==> config.mk <==
export PLATFORM = sky130hd
export DESIGN_NAME = bounded_deque_with_search
export DESIGN_NICKNAME = d
export VERILOG_FILES = /design/src/sv/bdq_pkg.sv /design/src/sv/bdq_ctrl.sv /design/src/sv/bdq_dpath.sv /design/src/sv/bounded_deque_with_search.sv
export SDC_FILE = /design/constraint.sdc
export NUM_CORES = 1
export LEC_CHECK = 0
export ABC_AREA = 0
export BUFFER_PORTS_ARGS = -buffer_cell sky130_fd_sc_hd__buf_2
export CORE_MARGIN = 5
export CORE_UTILIZATION = 58
export DETAILED_ROUTE_END_ITERATION = 8
export MAX_ROUTING_LAYER = met4
export PLACE_DENSITY = 0.86
export REMOVE_ABC_BUFFERS = 1
export SKIP_CTS_REPAIR_TIMING = 1
export SLEW_MARGIN = 40
export SYNTH_ARGS = -nofsm -noshare
export SYNTH_HDL_FRONTEND = slang
export SYNTH_HIERARCHICAL = 1
export SYNTH_SLANG_ARGS = --single-unit
==> constraint.sdc <==
create_clock -name clk -period 5.4 [get_ports clk]
set_input_delay 1.62 -clock clk [delete_from_list [all_inputs] [get_ports clk]]
set_output_delay 1.62 -clock clk [all_outputs]
set_load 0.01 [all_outputs]
==> src/sv/bdq_pkg.sv <==
package bdq_pkg;

	// Request codes carried in the kind field. Codes six and seven are no-ops.
	localparam logic [2:0] KIND_PUSH_FRONT = 3'd0;
	localparam logic [2:0] KIND_PUSH_BACK  = 3'd1;
	localparam logic [2:0] KIND_POP_FRONT  = 3'd2;
	localparam logic [2:0] KIND_POP_BACK   = 3'd3;
	localparam logic [2:0] KIND_SEARCH     = 3'd4;
	localparam logic [2:0] KIND_CLEAR      = 3'd5;

	// Result status codes.
	localparam logic [1:0] STAT_OK    = 2'd0;
	localparam logic [1:0] STAT_EMPTY = 2'd1;
	localparam logic [1:0] STAT_FULL  = 2'd2;

	typedef struct packed {
		logic [2:0]  kind;
		logic [31:0] data_in;
	} in_word_t;

	typedef struct packed {
		logic [31:0] data_out;
		logic        found;
		logic [1:0]  status;
		logic [4:0]  occupancy;
		logic        is_empty;
	} out_word_t;

	typedef enum logic [1:0] {
		S_IDLE,
		S_EXEC,
		S_SCAN,
		S_FIN
	} state_t;

	// Commands from the controller to the datapath.
	typedef struct packed {
		logic load;
		logic exec;
		logic scan;
		logic finish;
	} cmd_t;

	// Status from the datapath to the controller.
	typedef struct packed {
		logic need_scan;
		logic scan_last;
		logic out_free;
	} stat_t;

endpackage

==> src/sv/bdq_ctrl.sv <==
module bdq_ctrl
	import bdq_pkg::*;
(
	input  logic   clk,
	input  logic   arst_n,
	input  logic   in_valid,
	output logic   in_ready,
	input  stat_t  stat,
	output cmd_t   cmd
);

	state_t state_q;
	state_t state_next;

	always_ff @(posedge clk or negedge arst_n) begin
		if (!arst_n) begin
			state_q <= S_IDLE;
		end else begin
			state_q <= state_next;
		end
	end

	always_comb begin
		state_next = state_q;
		cmd        = '0;
		in_ready   = 1'b0;
		case (state_q)
			S_IDLE: begin
				in_ready = 1'b1;
				if (in_valid) begin
					cmd.load   = 1'b1;
					state_next = S_EXEC;
				end
			end
			S_EXEC: begin
				cmd.exec   = 1'b1;
				state_next = stat.need_scan ? S_SCAN : S_FIN;
			end
			S_SCAN: begin
				cmd.scan = 1'b1;
				if (stat.scan_last) begin
					state_next = S_FIN;
				end
			end
			S_FIN: begin
				if (stat.out_free) begin
					cmd.finish = 1'b1;
					state_next = S_IDLE;
				end
			end
			default: begin
				state_next = S_IDLE;
			end
		endcase
	end

endmodule

==> src/sv/bdq_dpath.sv <==
module bdq_dpath
	import bdq_pkg::*;
#(
	parameter int DEPTH     = 16,
	parameter int WORD_BITS = 32
) (
	input  logic      clk,
	input  logic      arst_n,
	input  cmd_t      cmd,
	output stat_t     stat,
	input  in_word_t  in_data,
	output logic      out_valid,
	input  logic      out_ready,
	output out_word_t out_data
);

	localparam int AW = $clog2(DEPTH);
	localparam int CW = $clog2(DEPTH + 1);
	localparam int SW = CW + 1;
	localparam int XW = (WORD_BITS > 32) ? 32 : WORD_BITS;

	logic [WORD_BITS-1:0] mem [DEPTH];
	logic [WORD_BITS-1:0] rd_q;
	logic [WORD_BITS-1:0] word_q;
	logic [2:0]           kind_q;
	logic [AW-1:0]        front_q;
	logic [CW-1:0]        count_q;
	logic [CW-1:0]        scan_q;
	logic                 found_q;
	logic                 pop_ok_q;
	logic [1:0]           status_q;
	logic                 out_valid_q;
	out_word_t            out_q;

	logic                 is_full;
	logic                 is_empty;
	logic [AW-1:0]        front_dec;
	logic [AW-1:0]        front_inc;
	logic [CW-1:0]        rd_off;
	logic [AW-1:0]        rd_addr;
	logic [AW-1:0]        back_addr;
	logic                 rd_en;
	logic                 wr_en;
	logic [AW-1:0]        wr_addr;

	function automatic logic [AW-1:0] ring_add(input logic [AW-1:0] a, input logic [CW-1:0] b);
		logic [SW-1:0] s;
		s = SW'(a) + SW'(b);
		if (s >= SW'(DEPTH)) begin
			s = s - SW'(DEPTH);
		end
		return s[AW-1:0];
	endfunction

	assign is_full   = (count_q == CW'(DEPTH));
	assign is_empty  = (count_q == '0);
	assign front_dec = (front_q == '0) ? AW'(DEPTH - 1) : front_q - 1'b1;
	assign front_inc = (front_q == AW'(DEPTH - 1)) ? '0 : front_q + 1'b1;
	assign back_addr = ring_add(front_q, count_q);

	// One shared offset adder forms every read address: front pop, back pop, first search read and every scan step.
	always_comb begin
		if (cmd.exec) begin
			rd_off = (kind_q == KIND_POP_BACK) ? count_q - 1'b1 : '0;
		end else begin
			rd_off = scan_q;
		end
	end
	assign rd_addr = ring_add(front_q, rd_off);

	always_comb begin
		rd_en = 1'b0;
		if (cmd.scan && !stat.scan_last) begin
			rd_en = 1'b1;
		end else if (cmd.exec && !is_empty) begin
			case (kind_q)
				KIND_POP_FRONT, KIND_POP_BACK, KIND_SEARCH: rd_en = 1'b1;
				default:                                   rd_en = 1'b0;
			endcase
		end
	end

	always_comb begin
		wr_en   = 1'b0;
		wr_addr = back_addr;
		if (cmd.exec && !is_full) begin
			case (kind_q)
				KIND_PUSH_FRONT: begin
					wr_en   = 1'b1;
					wr_addr = front_dec;
				end
				KIND_PUSH_BACK: begin
					wr_en = 1'b1;
				end
				default: begin
					wr_en = 1'b0;
				end
			endcase
		end
	end

	always_ff @(posedge clk) begin
		if (wr_en) begin
			mem[wr_addr] <= word_q;
		end
	end

	always_ff @(posedge clk) begin
		if (rd_en) begin
			rd_q <= mem[rd_addr];
		end
	end

	always_ff @(posedge clk) begin
		if (cmd.load) begin
			kind_q <= in_data.kind;
			word_q <= WORD_BITS'(in_data.data_in[XW-1:0]);
		end
	end

	always_ff @(posedge clk or negedge arst_n) begin
		if (!arst_n) begin
			front_q <= '0;
			count_q <= '0;
		end else if (cmd.exec) begin
			case (kind_q)
				KIND_PUSH_FRONT: begin
					if (!is_full) begin
						front_q <= front_dec;
						count_q <= count_q + 1'b1;
					end
				end
				KIND_PUSH_BACK: begin
					if (!is_full) begin
						count_q <= count_q + 1'b1;
					end
				end
				KIND_POP_FRONT: begin
					if (!is_empty) begin
						front_q <= front_inc;
						count_q <= count_q - 1'b1;
					end
				end
				KIND_POP_BACK: begin
					if (!is_empty) begin
						count_q <= count_q - 1'b1;
					end
				end
				KIND_CLEAR: begin
					front_q <= '0;
					count_q <= '0;
				end
				default: begin
				end
			endcase
		end
	end

	always_ff @(posedge clk) begin
		if (cmd.exec) begin
			found_q  <= 1'b0;
			scan_q   <= CW'(1);
			pop_ok_q <= 1'b0;
			status_q <= STAT_OK;
			case (kind_q)
				KIND_PUSH_FRONT, KIND_PUSH_BACK: begin
					if (is_full) begin
						status_q <= STAT_FULL;
					end
				end
				KIND_POP_FRONT, KIND_POP_BACK: begin
					if (is_empty) begin
						status_q <= STAT_EMPTY;
					end else begin
						pop_ok_q <= 1'b1;
					end
				end
				default: begin
				end
			endcase
		end else if (cmd.scan) begin
			// The word read last cycle is the entry at offset scan_q - 1.
			if (rd_q == word_q) begin
				found_q <= 1'b1;
			end
			scan_q <= scan_q + 1'b1;
		end
	end

	always_ff @(posedge clk or negedge arst_n) begin
		if (!arst_n) begin
			out_valid_q <= 1'b0;
		end else if (cmd.finish) begin
			out_valid_q <= 1'b1;
		end else if (out_ready) begin
			out_valid_q <= 1'b0;
		end
	end

	always_ff @(posedge clk) begin
		if (cmd.finish) begin
			out_q.data_out  <= pop_ok_q ? 32'(rd_q[XW-1:0]) : '0;
			out_q.found     <= found_q;
			out_q.status    <= status_q;
			out_q.occupancy <= 5'(count_q);
			out_q.is_empty  <= is_empty;
		end
	end

	assign stat.need_scan = (kind_q == KIND_SEARCH) && !is_empty;
	assign stat.scan_last = (scan_q == count_q);
	assign stat.out_free  = !out_valid_q || out_ready;

	assign out_valid = out_valid_q;
	assign out_data  = out_q;

endmodule

==> src/sv/bounded_deque_with_search.sv <==
// Channel   Direction  Payload      Handshake
// in        input      in_word_t    in_valid / in_ready
// out       output     out_word_t   out_valid / out_ready
//
// A push, pop, clear or unused code passes three steps from acceptance to the
// result word: latch, execute against the slot memory, then load the output
// register. A search adds a scan of the stored words before the load, since
// the single read port of the slot memory delivers one stored word per cycle.
// Reset clears the front index, the count and all handshake state; the slot
// memory is not cleared. A stalled output keeps its result word while the
// block takes the next request; that request then waits before loading.
module bounded_deque_with_search
	import bdq_pkg::*;
#(
	parameter int DEPTH     = 16,
	parameter int WORD_BITS = 32
) (
	input  logic      clk,
	input  logic      arst_n,
	input  logic      in_valid,
	output logic      in_ready,
	input  in_word_t  in_data,
	output logic      out_valid,
	input  logic      out_ready,
	output out_word_t out_data
);

	// Commands from the sequencer and status back from the datapath.
	cmd_t  cmd;
	stat_t stat;

	// The controller walks each request through execute, an optional scan of
	// the stored words, and the final load of the output register.
	bdq_ctrl u_ctrl (
		.clk      (clk),
		.arst_n   (arst_n),
		.in_valid (in_valid),
		.in_ready (in_ready),
		.stat     (stat),
		.cmd      (cmd)
	);

	// The datapath holds the ring of slots, the front index and count, the
	// search comparator and the output register.
	bdq_dpath #(
		.DEPTH     (DEPTH),
		.WORD_BITS (WORD_BITS)
	) u_dpath (
		.clk       (clk),
		.arst_n    (arst_n),
		.cmd       (cmd),
		.stat      (stat),
		.in_data   (in_data),
		.out_valid (out_valid),
		.out_ready (out_ready),
		.out_data  (out_data)
	);

	// At most one command is issued in any cycle.
	assert property (@(posedge clk) disable iff (!arst_n) $onehot0(cmd))
		else $error("more than one datapath command at once");

	// The output register is loaded only when it is free or being emptied.
	assert property (@(posedge clk) disable iff (!arst_n) cmd.finish |-> stat.out_free)
		else $error("result loaded over a waiting word");

	// One request at a time: after an acceptance the input is not ready.
	assert property (@(posedge clk) disable iff (!arst_n) (in_valid && in_ready) |=> !in_ready)
		else $error("request accepted while another is in progress");

	// An error result never carries a popped word or a found flag.
	assert property (@(posedge clk) disable iff (!arst_n)
		(out_valid && out_data.status != STAT_OK) |-> (out_data.data_out == '0 && !out_data.found))
		else $error("error result carries data");

endmodule
==> results.sh <==
export IMPL_outcome="finished clean"
export IMPL_cpPeakStageDelay_ps=1270
export IMPL_core_area_um2=43080
export IMPL_timing_setup_tns_ps=0
export IMPL_slew_viol_final=0
export IMPL_slew_headroom_pct=39.97
export IMPL_final_cells=1985
export IMPL_wirelength_mm=57.04
export IMPL_crit_buf_inv=2
export IMPL_root_buffer="clkbuf_16"
export IMPL_port_buffers=81
export IMPL_synth_warnings=6
export IMPL_worstHoldEndpoint="u_dpath/out_data[6]"
export IMPL_finalHoldViolations=0
export IMPL_synth_compound_area_share_pct=1.412
export IMPL_via_per_inst=6.300
export IMPL_cp_max_fo=40
export IMPL_wire_per_inst_um=28.73
export IMPL_async_flop_share_pct=1.872
export IMPL_antenna_found_initial=3
export IMPL_synth_avg_cell_area_um2=20.74
export IMPL_drv_cap=0
export IMPL_ir_worst_vdd_v=0.0006066
export IMPL_hold_path_depth=0
export IMPL_synth_edf_count=623
export IMPL_p_switching_mw=6.417
export IMPL_setup_worst_path_start_class="register"
export IMPL_cts_sinks=641
export IMPL_htreeDepth=2
export IMPL_cp_cell_sequence="and2b_2 > nand2_1 > nor2_1 > mux2_2 > ha_4 > inv_1 > fa_4 > buf_4 > mux4_2 > mux2i_1 > mux2i_1"
export IMPL_critPathKind="register to register"
export IMPL_cts_buffer_depth=3
export IMPL_synth_simple_area_share_pct=3.363
export IMPL_cts_made_buffers=59
export IMPL_min_from="u_dpath/status_q[0]"
export IMPL_antenna_left=0
export IMPL_grt_max_degree=41
export IMPL_hpwl_mm=31.57
export IMPL_initial_core_util_pct=58.65
export IMPL_cts_tree="yes"
export IMPL_muxShareOfSynthArea_pct=15.44
export IMPL_fin_util_pct=66.58
export IMPL_synth_top_area_share_pct=74.05
export IMPL_critPathSlowestCell="fa_4"
export IMPL_fin_worst_skew_ps=12.68
export IMPL_p_total_mw=18.92
export IMPL_synthCells=1218
export IMPL_area_delta_synth_final_pct=13.53
export IMPL_seq_power_share_pct=36.4
export IMPL_fin_crit_sh_pct=80.05
export IMPL_timing_rr_end="u_dpath/rd_q[6]"
export IMPL_leakage_nw=9.594
export IMPL_layout_common_cells="edfxtp_1, mux4_2, mux2i_1, buf_2, clkbuf_16"
export IMPL_grt_util_all_layers_pct=25.03
export IMPL_clock_latency_ps=610
export IMPL_clk_pin_slew_worst_paths_ps=60
export IMPL_worstMarginPinSlew_ps=896.4
export IMPL_intPower_mw=12.51
export IMPL_die_area_um2=47830
export IMPL_vias=12510
export IMPL_drive_gt1_share_pct=27.06
export IMPL_p_per_area_nw_per_um2=659.8
export IMPL_dp_slack_ps=1170
export IMPL_crit_family="adder cells"
export IMPL_die_x_um=218.7
export IMPL_cp_data_arrival_time_ps=4650
export IMPL_dp_cells=1872
export IMPL_ys_flop_type="edfxtp_1"
export IMPL_drc=0
export IMPL_yosysSeqAreaShare_pct=75.72
export IMPL_drt_iter0_drc=1563
export IMPL_crit_path_end_kind="register"
export IMPL_ys_types=57
export IMPL_synth_xor_area_share_pct=1.828
export IMPL_cp_required_ps=5720
export IMPL_final_common_cell="edfxtp_1"
export IMPL_fin_hold_ws_ps=424.3
export IMPL_setup_viol_count_final=0
export IMPL_fmax_mhz=231.3
export IMPL_synth_top_family_by_area="multiplexers"
export IMPL_sw_frac_of_total_pct=33.91
export IMPL_place_area_um2=26720
export IMPL_die_h_um=218.7
export IMPL_fin_nets=1407
export IMPL_crit_reg2reg_launch="u_dpath/kind_q[2]"
export IMPL_synth_top_cell_by_area="edfxtp_1"
export IMPL_synth_area_leaders="edfxtp_1, mux4_2, mux2i_1"
export IMPL_synth_area_um2=25260
export IMPL_num_rows=76
export IMPL_dr_pass1_iters=5
export IMPL_period_minus_slack_ps=4323
export IMPL_overflow=0
export IMPL_grt_pass1_vias=13060
export IMPL_fin_area_um2=28680
export IMPL_r2r_cells=11
export IMPL_gp_congestion=0.8532
export IMPL_rsz0062_at_grt="no"
export IMPL_grt_pass1_wl_mm=84.80
export IMPL_yosys_area_share_adder_pct=0.9509
export IMPL_hold_class="register to register"
export IMPL_synth_seq_cells=641
export IMPL_setup_ws_ps=1077
export IMPL_p_clk_share_pct=22.1
export IMPL_ios=82
export IMPL_combPwrFrac_pct=41.5
export IMPL_path_common_cell="mux2i_1"
export IMPL_r2r_slack_ps=1080
## how the worst max path moves through the flow
stage                       endpoint  slack, ps  depth (start not counted)         startpoint
floorplan            u_dpath/rd_q[0]      -2040                          7  u_ctrl/state_q[1]
global placement    u_dpath/rd_q[11]       1350                         11  u_dpath/kind_q[2]
detailed placement  u_dpath/rd_q[21]       1170                         11  u_dpath/kind_q[2]
CTS                  u_dpath/rd_q[6]       1100                         11  u_dpath/kind_q[2]
global route        u_dpath/rd_q[11]        910                         11  u_dpath/kind_q[1]
finish               u_dpath/rd_q[6]       1080                         11  u_dpath/kind_q[2]
## layer usage
metal  GRT usage (%)  routed length, um
met5               -                  0
met2           40.56              28970
met1           33.02              21280
met4           7.808               1643
met3           4.696               5143
## worst register-to-register path: cells and delay by family (launching register included)
kind,cells,cell delay [ps]
buffers and inverters,2,570
AND/OR/NAND/NOR,3,590
flip-flops,1,580
adder cells (fa/ha/maj),2,1400
multiplexers,4,910
## cell families (layout without fill, tap and decap cells)
kind of cell,count (synthesis),after routing
and+or+nand+nor,154,154
AOI/OAI and AO/OA,56,56
xor gates and xnor gates,51,51
adders and majority gates,18,18
other,0,3
muxes,229,229
DFF,641,641
buffers and inverters,69,248
## final cells by class
class                           instances  area (um^2)
Sequential cell                       641        19130
Fill cell                            2573        14400
Multi-Input combinational cell        508         5981
Clock buffer                           69         1514
Timing Repair Buffer                  126        855.8
Tap cell                              585        732.0
Clock inverter                         39        409.1
Inverter                               14        52.55
Antenna cell                            3        7.507
## sequential cells by signal (all words and copies together) (netlist names)
| signal | count |
|---|---|
| u_dpath/out_data | 41 |
| u_dpath/status_q | 2 |
| u_dpath/rd_q | 32 |
| u_dpath/word_q | 32 |
| u_dpath/mem | 512 |
| u_dpath/out_valid | 1 |
| u_dpath/kind_q | 3 |
| u_dpath/count_q | 5 |
| u_dpath/found_q | 1 |
| u_ctrl/state_q | 2 |
| u_dpath/scan_q | 5 |
| u_dpath/front_q | 4 |
| u_dpath/pop_ok_q | 1 |
## power by group through the flow
stage	registers (mW)	clock network, mW	logic [mW]
final	6.89	4.18	7.86
after floorplan	6.81	0	4.46
after global placement	6.94	0	7.38
after CTS	6.88	4.23	7.88
after global routing	6.94	4.47	8.39
after detailed placement	6.97	0	7.67
## synth_stat cells (all sizes together) (16+ instances only)
cell	count
and2	36
xnor2	34
nand2	16
ha	16
edfxtp	623
xor2	17
mux2i	98
nor2	30
mux4	128
nor3	17
o21ai	17
clkbuf	26
buf	29
Note: power is estimated with default switching activity, not from simulation.
